### src/hw/rtl/rcsf_pkg.sv
// Shared types, constants and pixel shading functions of the retro chroma shift filter.
`default_nettype none

package rcsf_pkg;

  localparam int unsigned ChanW  = 8;
  localparam int unsigned ColW   = 12;
  localparam int unsigned WidthW = 13;
  localparam int unsigned QDepth = 4;
  localparam int unsigned QPtrW  = $clog2(QDepth);
  localparam int unsigned QCntW  = $clog2(QDepth + 1);

  localparam logic [WidthW-1:0] WidthReset = 13'd640;
  localparam logic [WidthW-1:0] WidthMin   = 13'd3;
  localparam logic [WidthW-1:0] WidthMax   = 13'd4096;
  localparam logic [ColW-1:0]   ShiftCols  = 12'd2;

  localparam logic [ChanW-1:0] RbMask = 8'hF8;
  localparam logic [ChanW-1:0] GMask  = 8'hFC;

  localparam logic [1:0] SubFirst = 2'd0;
  localparam logic [1:0] SubMid   = 2'd1;
  localparam logic [1:0] SubLast  = 2'd2;

  typedef struct packed {
    logic [ChanW-1:0] blue;
    logic [ChanW-1:0] green;
    logic [ChanW-1:0] red;
  } pix_t;

  typedef struct packed {
    logic last;
    pix_t res2;
    pix_t res1;
    pix_t res0;
  } job_t;

  function automatic logic [ChanW-1:0] darken(input logic [ChanW-1:0] v, input logic odd);
    logic [ChanW+1:0] t;
    t = {2'b00, v} + {1'b0, v, 1'b0};
    return odd ? t[ChanW+1:2] : v;
  endfunction

  function automatic pix_t shade(input logic [ChanW-1:0] r, input logic [ChanW-1:0] g,
                                 input logic [ChanW-1:0] b, input logic odd);
    pix_t p;
    p.red   = darken(r & RbMask, odd);
    p.green = darken(g & GMask, odd);
    p.blue  = darken(b & RbMask, odd);
    return p;
  endfunction

endpackage

`default_nettype wire

### src/hw/rtl/rcsf_front.sv
// Front end: tracks row position and pixel history and builds the shaded results of each item.
`default_nettype none

module rcsf_front (
  input  wire logic                        clk_i,
  input  wire logic                        rst_ni,
  input  wire logic                        cfg_we_i,
  input  wire logic [rcsf_pkg::WidthW-1:0] cfg_wdata_i,
  input  wire logic                        accept_i,
  input  wire rcsf_pkg::pix_t              pix_i,
  input  wire logic                        frame_start_i,
  output logic                             push_o,
  output rcsf_pkg::job_t                   job_o
);

  logic [rcsf_pkg::WidthW-1:0] width_q;
  logic [rcsf_pkg::WidthW-1:0] width_eff;
  logic [rcsf_pkg::WidthW-1:0] last_col;
  logic [rcsf_pkg::ColW-1:0]   col_q, col_d, cur;
  logic                        odd_q, odd_d, odd;
  logic                        last;
  rcsf_pkg::pix_t              hist_q [4];
  rcsf_pkg::pix_t              red0_src, red1_src;

  always_comb begin
    if (width_q < rcsf_pkg::WidthMin) begin
      width_eff = rcsf_pkg::WidthMin;
    end else if (width_q > rcsf_pkg::WidthMax) begin
      width_eff = rcsf_pkg::WidthMax;
    end else begin
      width_eff = width_q;
    end
    last_col = width_eff - 13'd1;

    cur  = frame_start_i ? '0 : col_q;
    odd  = frame_start_i ? 1'b0 : odd_q;
    last = {1'b0, cur} >= last_col;

    if (cur == 12'd2) begin
      red0_src = hist_q[1];
      red1_src = hist_q[1];
    end else if (cur == 12'd3) begin
      red0_src = hist_q[2];
      red1_src = hist_q[2];
    end else begin
      red0_src = hist_q[3];
      red1_src = hist_q[2];
    end

    job_o.last = last;
    job_o.res0 = rcsf_pkg::shade(red0_src.red, hist_q[1].green, pix_i.blue, odd);
    job_o.res1 = rcsf_pkg::shade(red1_src.red, hist_q[0].green, pix_i.blue, odd);
    job_o.res2 = rcsf_pkg::shade(hist_q[1].red, pix_i.green, pix_i.blue, odd);

    push_o = accept_i && (cur >= rcsf_pkg::ShiftCols);

    if (last) begin
      col_d = '0;
      odd_d = ~odd;
    end else begin
      col_d = cur + 12'd1;
      odd_d = odd;
    end
  end

  always_ff @(posedge clk_i or negedge rst_ni) begin
    if (!rst_ni) begin
      width_q <= rcsf_pkg::WidthReset;
      col_q   <= '0;
      odd_q   <= 1'b0;
    end else begin
      if (cfg_we_i) begin
        width_q <= cfg_wdata_i;
      end
      if (accept_i) begin
        col_q <= col_d;
        odd_q <= odd_d;
      end
    end
  end

  always_ff @(posedge clk_i) begin
    if (accept_i) begin
      hist_q[3] <= hist_q[2];
      hist_q[2] <= hist_q[1];
      hist_q[1] <= hist_q[0];
      hist_q[0] <= pix_i;
    end
  end

endmodule

`default_nettype wire

### src/hw/rtl/rcsf_fifo.sv
// Short queue of result jobs between the front end and the output sequencer.
`default_nettype none

module rcsf_fifo (
  input  wire logic           clk_i,
  input  wire logic           rst_ni,
  input  wire logic           push_i,
  input  wire rcsf_pkg::job_t job_i,
  input  wire logic           pop_i,
  output rcsf_pkg::job_t      job_o,
  output logic                empty_o,
  output logic                full_o
);

  rcsf_pkg::job_t                  mem_q [rcsf_pkg::QDepth];
  logic [rcsf_pkg::QPtrW-1:0]      wr_q, rd_q;
  logic [rcsf_pkg::QCntW-1:0]      cnt_q, cnt_d;

  assign empty_o = (cnt_q == '0);
  assign full_o  = (cnt_q == rcsf_pkg::QCntW'(rcsf_pkg::QDepth));
  assign job_o   = mem_q[rd_q];

  always_comb begin
    cnt_d = cnt_q;
    if (push_i && !pop_i) begin
      cnt_d = cnt_q + 1'b1;
    end else if (pop_i && !push_i) begin
      cnt_d = cnt_q - 1'b1;
    end
  end

  always_ff @(posedge clk_i or negedge rst_ni) begin
    if (!rst_ni) begin
      wr_q  <= '0;
      rd_q  <= '0;
      cnt_q <= '0;
    end else begin
      if (push_i) begin
        wr_q <= wr_q + 1'b1;
      end
      if (pop_i) begin
        rd_q <= rd_q + 1'b1;
      end
      cnt_q <= cnt_d;
    end
  end

  always_ff @(posedge clk_i) begin
    if (push_i) begin
      mem_q[wr_q] <= job_i;
    end
  end

  assert property (@(posedge clk_i) disable iff (!rst_ni) pop_i |-> !empty_o)
    else $error("Queue popped while empty.");
  assert property (@(posedge clk_i) disable iff (!rst_ni) push_i |-> !full_o || pop_i)
    else $error("Queue pushed while full.");
  assert property (@(posedge clk_i) disable iff (!rst_ni)
    cnt_q <= rcsf_pkg::QCntW'(rcsf_pkg::QDepth))
    else $error("Queue count beyond depth.");
  assert property (@(posedge clk_i) disable iff (!rst_ni)
    (wr_q - rd_q) == cnt_q[rcsf_pkg::QPtrW-1:0])
    else $error("Queue pointers disagree with count.");

endmodule

`default_nettype wire

### src/hw/rtl/rcsf_back.sv
// Back end: plays out the one or three results of each job through a registered output.
`default_nettype none

module rcsf_back (
  input  wire logic           clk_i,
  input  wire logic           rst_ni,
  input  wire rcsf_pkg::job_t job_i,
  input  wire logic           empty_i,
  output logic                pop_o,
  output logic                valid_o,
  input  wire logic           ready_i,
  output rcsf_pkg::pix_t      pix_o,
  output logic                row_end_o
);

  logic [1:0]     sub_q, sub_d;
  logic           valid_q, valid_d;
  rcsf_pkg::pix_t pix_q, sel;
  logic           row_end_q;
  logic           load, at_end;

  always_comb begin
    case (sub_q)
      rcsf_pkg::SubFirst: sel = job_i.res0;
      rcsf_pkg::SubMid:   sel = job_i.res1;
      default:            sel = job_i.res2;
    endcase
    load   = !empty_i && (!valid_q || ready_i);
    at_end = !job_i.last || (sub_q == rcsf_pkg::SubLast);
    pop_o  = load && at_end;
    sub_d  = sub_q;
    if (load) begin
      sub_d = at_end ? rcsf_pkg::SubFirst : sub_q + 2'd1;
    end
    valid_d = load ? 1'b1 : (valid_q && !ready_i);
  end

  always_ff @(posedge clk_i or negedge rst_ni) begin
    if (!rst_ni) begin
      sub_q   <= rcsf_pkg::SubFirst;
      valid_q <= 1'b0;
    end else begin
      sub_q   <= sub_d;
      valid_q <= valid_d;
    end
  end

  always_ff @(posedge clk_i) begin
    if (load) begin
      pix_q     <= sel;
      row_end_q <= job_i.last && (sub_q == rcsf_pkg::SubLast);
    end
  end

  assign valid_o   = valid_q;
  assign pix_o     = pix_q;
  assign row_end_o = row_end_q;

  assert property (@(posedge clk_i) disable iff (!rst_ni)
    (sub_q != rcsf_pkg::SubFirst) |-> !empty_i && job_i.last)
    else $error("Flush index active without a row-end job.");
  assert property (@(posedge clk_i) disable iff (!rst_ni)
    (load && job_i.last && sub_q == rcsf_pkg::SubMid) |=> sub_q == rcsf_pkg::SubLast)
    else $error("Flush sequence skipped a result.");
  assert property (@(posedge clk_i) disable iff (!rst_ni) sub_q != 2'd3)
    else $error("Flush index out of range.");

endmodule

`default_nettype wire

### src/hw/rtl/retro_chroma_shift_filter_top.sv
// Top level of the retro chroma shift filter: front end, job queue and output sequencer.
//
// Pixels enter on the slave stream in raster order, red in tdata[7:0], green in
// tdata[15:8] and blue in tdata[23:16]; tuser marks the first pixel of a frame.
// Processed pixels leave on the master stream in the same packing, with tlast on
// the last pixel of each row. Each output takes red from two columns left and blue
// from two columns right, clamped to the row, posterized and darkened on odd rows.
// The width register is written through cfg_we_i and cfg_wdata_i while idle.
// Output runs two pixels behind the input: the first two pixels of a row give no
// item, every later one gives one, and the last pixel of a row gives three.
// A result is written to the job queue when the pixel that causes it is accepted,
// then to the output register. The block takes one pixel per cycle while the queue
// has room; the four-entry job queue lets input go on while a row end plays out.
// Reset empties the queue and the output register, sets the row width to 640,
// and starts at column zero of an even row. When the receiver stalls, the output
// holds its item, the queue fills, and s_axis_tready falls once the queue is full.
`default_nettype none

module retro_chroma_shift_filter_top (
  input  wire logic                        clk_i,
  input  wire logic                        rst_ni,
  input  wire logic                        cfg_we_i,
  input  wire logic [rcsf_pkg::WidthW-1:0] cfg_wdata_i,
  input  wire logic                        s_axis_tvalid,
  output logic                             s_axis_tready,
  input  wire logic [23:0]                 s_axis_tdata,  // in_red, in_green, in_blue
  input  wire logic                        s_axis_tuser,  // frame_start
  output logic                             m_axis_tvalid,
  input  wire logic                        m_axis_tready,
  output logic [23:0]                      m_axis_tdata,  // out_red, out_green, out_blue
  output logic                             m_axis_tlast   // row_end
);

  logic           accept, push, pop, empty, full;
  rcsf_pkg::job_t job_in, job_out;
  rcsf_pkg::pix_t pix_out;

  assign s_axis_tready = !full;
  assign accept        = s_axis_tvalid && s_axis_tready;

  rcsf_front u_front (
    .clk_i         (clk_i),
    .rst_ni        (rst_ni),
    .cfg_we_i      (cfg_we_i),
    .cfg_wdata_i   (cfg_wdata_i),
    .accept_i      (accept),
    .pix_i         (rcsf_pkg::pix_t'(s_axis_tdata)),
    .frame_start_i (s_axis_tuser),
    .push_o        (push),
    .job_o         (job_in)
  );

  rcsf_fifo u_fifo (
    .clk_i   (clk_i),
    .rst_ni  (rst_ni),
    .push_i  (push),
    .job_i   (job_in),
    .pop_i   (pop),
    .job_o   (job_out),
    .empty_o (empty),
    .full_o  (full)
  );

  rcsf_back u_back (
    .clk_i     (clk_i),
    .rst_ni    (rst_ni),
    .job_i     (job_out),
    .empty_i   (empty),
    .pop_o     (pop),
    .valid_o   (m_axis_tvalid),
    .ready_i   (m_axis_tready),
    .pix_o     (pix_out),
    .row_end_o (m_axis_tlast)
  );

  assign m_axis_tdata = pix_out;

endmodule

`default_nettype wire

### config.mk
export PLATFORM = sky130hd
export DESIGN_NAME = retro_chroma_shift_filter_top
export DESIGN_NICKNAME = d
export VERILOG_FILES = /design/src/hw/rtl/rcsf_pkg.sv /design/src/hw/rtl/rcsf_front.sv /design/src/hw/rtl/rcsf_fifo.sv /design/src/hw/rtl/rcsf_back.sv /design/src/hw/rtl/retro_chroma_shift_filter_top.sv
export SDC_FILE = /design/constraint.sdc
export NUM_CORES = 1
export LEC_CHECK = 0
export ABC_CLOCK_PERIOD_IN_PS = 4050
export CAP_MARGIN = 20
export CORE_ASPECT_RATIO = 1.1
export CORE_MARGIN = 2
export CORE_UTILIZATION = 25
export CTS_CLUSTER_SIZE = 14
export DETAILED_ROUTE_END_ITERATION = 10
export DONT_BUFFER_PORTS = 1
export PLACE_DENSITY = 0.47
export SYNTH_ARGS = -nofsm -noshare
export SYNTH_HDL_FRONTEND = slang
export SYNTH_SLANG_ARGS = --single-unit
### constraint.sdc
create_clock -name clk_i -period 4.05 [get_ports clk_i]
set_input_delay 0.81 -clock clk_i [delete_from_list [all_inputs] [get_ports clk_i]]
set_output_delay 0.81 -clock clk_i [all_outputs]
set_load 0.005 [all_outputs]
==> metrics.cfg <==
[run_status]
status=finished clean

[setup_path]
crit_fanout=9
cp_top_family=compound AO/OA/AOI/OAI gates
path_class=register to register
end_kind=register
r2r_slack_ns=0.45
cp-start-kind=register
crit_buf_inv=2
critPathMaxStageDelay_ns=0.52
crit_slowest_cell=or4_1
r2r_end=u_front.col_q[8]
critical_path_required_ns=4.51
timing.rr.start=u_front.width_q[5]
path_cells=nor4_4, nand3_1, buf_4, o41ai_2, o311ai_0, o21ai_0, nor2_1, ha_1, nand3_1, nand2_1, a221oi_1, a21oi_1, buf_4, or4_1, o211ai_2
rr_worst_depth=15
critical_path_arrival_ns=4.06

[final_layout]
diodes=0
post-route-util_pct=29.5
nFillCells=5445
area_delta_synth_final_pct=16.4
layout-drive-gt1-share_pct=17.4
fin_nets=1093

[grt]
grt_usage_pct=10.4
grt_overflow_total=0
antenna_found_initial=1
grt_pass1_vias=7967
grt_pass1_wl_mm=46.7
grt_max_degree=54

[timing]
worst_pin_slew_ns=1.05
setup_violations=0
relSlewSlack_pct=30.2
rsz0062_at_grt=no
clock_skew_ns=0.0211
setup_ws_ns=0.447
min_period_ns=3.60
slew_violations=0
holdWs_ns=0.105
hold_viol_final=0
max_freq_ghz=0.278
setup_tns_ns=0
fin_crit_sh_pct=89.0

[clocking]
clk_path_buf_depth=3
clk_latency_ns=0.55
cts_buffers=38
cts.sinks=303
cts-root-buf=clkbuf_16
clkTransAtPathRegs_ns=0.05
htree_levels=2
cts_tree=done

[yosys]
syn-cell-area_um2=14000
yosys-top-cells-area=edfxtp_1 57%, mux4_2 8.6%, dfrtp_1 6.1%, ha_1 6.1%, o21ai_0 2.2%
async_flop_share_pct=11.9
synth_cells=942
synth_top_family_by_area=multiplexers
synth_compound_area_share_pct=6.98
synthMuxAreaShare_pct=10.2
synth_common_cells=267 x edfxtp_1, 81 x nand2_1, 68 x ha_1, 62 x o21ai_0, 53 x mux4_2
synthAdderAreaFrac_pct=7.24
synthXorXnorAreaFrac_pct=1.82
synth.top_cell.area_share_pct=57.5
synth.distinct_cells=54
synth.avg_cell_area_um2=14.8
synthSimpleGateAreaFrac_pct=7.25
ys_warn_count=0
synth_seq_cells=303
synth_ff_type=edfxtp_1
synth-seq-area-share_pct=63.9
synth-edff-count=267
yosysTopAreaCell=edfxtp_1
synth_most_common_cell=edfxtp_1

[floorplanning]
start_util_pct=25.3
die_w_um=229
core_um2=55100
num_rows=90
dieHeight_um=252
die_area_um2=57700
io_pins=70

[drt]
first_pass_iters=4
via_count=7560
antenna_left=0
drc=0
drt-initial-drc-count=347
wl_per_cell_um=16.9
vias_per_cell=4.35
finalWirelength_mm=29.5

[placement]
dp_hpwl_mm=18.5
dp_slack_ns=0.128
gp_congestion=0.724
io_buffers=0

[power_and_ir_drop]
power_density_nw_per_um2=671
p_leak_uw=0.00585
peakVddDrop_mv=0.312
totalPowerFinal_uw=10900

[run]
maxCapViolCount=0

[min_path]
min_path_type=input port to asynchronous set/reset pin

==> final cells by class <==
class	count	area, µm²	area share (%)
Tap cell	736	921	5.67
Multi-Input combinational cell	550	4720	29.0
Clock inverter	21	218	1.34
Clock buffer	48	1020	6.28
Inverter	51	191	1.18
Sequential cell	303	8930	55.0
Timing Repair Buffer	30	250	1.54
==> power by group <==
part	internal [µW]	switching [µW]
registers	4300	358
logic	1220	1680
clock network	2040	1300
total	7560	3340
==> how the worst max path moves through the flow <==
stage	start	to	slack, ns	depth (start not counted)
after floorplan	s_axis_tuser	u_fifo.mem_q[0][10]	0.41	6
after global placement	u_front.width_q[5]	u_front.col_q[8]	0.14	17
after detailed placement	u_front.width_q[5]	u_front.col_q[8]	0.13	17
after CTS	u_front.width_q[5]	u_front.col_q[8]	0.11	17
after global routing	u_front.width_q[7]	u_front.col_q[8]	0.06	17
final	u_front.width_q[5]	u_front.col_q[8]	0.45	15
==> flip-flops by register name (all words and copies together) (netlist names) <==
signal / cells
u_fifo.mem_q: 212
u_front.hist_q: 32
u_back.pix_o: 22
u_front.width_q: 13
u_front.col_q: 12
u_fifo.cnt_q: 3
u_back.sub_q: 2
u_fifo.rd_q: 2
u_fifo.wr_q: 2
u_back.row_end_o: 1
u_back.valid_o: 1
u_front.odd_q: 1
==> what timing repair did <==
action / 4_1_cts / 5_1_grt
endpoints found under the hold margin: 34 / 0
resized for setup: 0 / 4
hold buffers: 1 / 0
setup buffers: 0 / 0
setup endpoints to repair: 0 / 12
==> cells by family after synthesis <==
kind of cell,after synthesis
AOI/OAI and AO/OA,159
xor gates and xnor gates,29
adders and majority gates,76
buffers and inverters,90
DFF,303
muxes,74
other,1
and+or+nand+nor,210
==> cells in the final DEF (no fill, tap or decap), types with 3 or more instances in the layout <==
master	n
clkinv_2	7
nor3_1	9
ha_1	67
o22ai_1	6
nand3_1	11
o21a_1	4
and2_1	15
o21bai_1	6
nand4_1	4
clkbuf_16	39
xnor2_1	19
inv_1	51
clkbuf_1	8
o21ai_0	61
a21o_1	10
or2_2	3
and2_2	4
mux4_2	53
mux2i_1	7
a21oi_1	35
nor2_1	37
xor2_1	10
edfxtp_1	267
nand2_1	81
a22oi_1	15
nor4_1	5
o31ai_1	3
nand2b_1	8
clkinv_1	7
nand3b_1	3
nor2b_1	18
buf_4	28
bufinv_16	4
or3_1	3
dfrtp_1	32
fa_1	8
mux2_2	14
==> per-stage QoR <==
stage | instance area [µm²] | cells
finish | 16200 | 1739
detailed placement | 15000 | 1669
global placement | 15000 | 1669
floorplan | 14000 | 943
global route | 16200 | 1739
CTS | 16200 | 1739
==> metal layers <==
metal	up-vias	share of wire, %	GRT usage, %
met2	110	49	17.6
met4	2	2.1	3.30
li1	3608	-	-
met1	3795	45	13.4
met5	-	0.054	0
met3	45	4.3	2.25
Power figures use the tool's default switching activity.
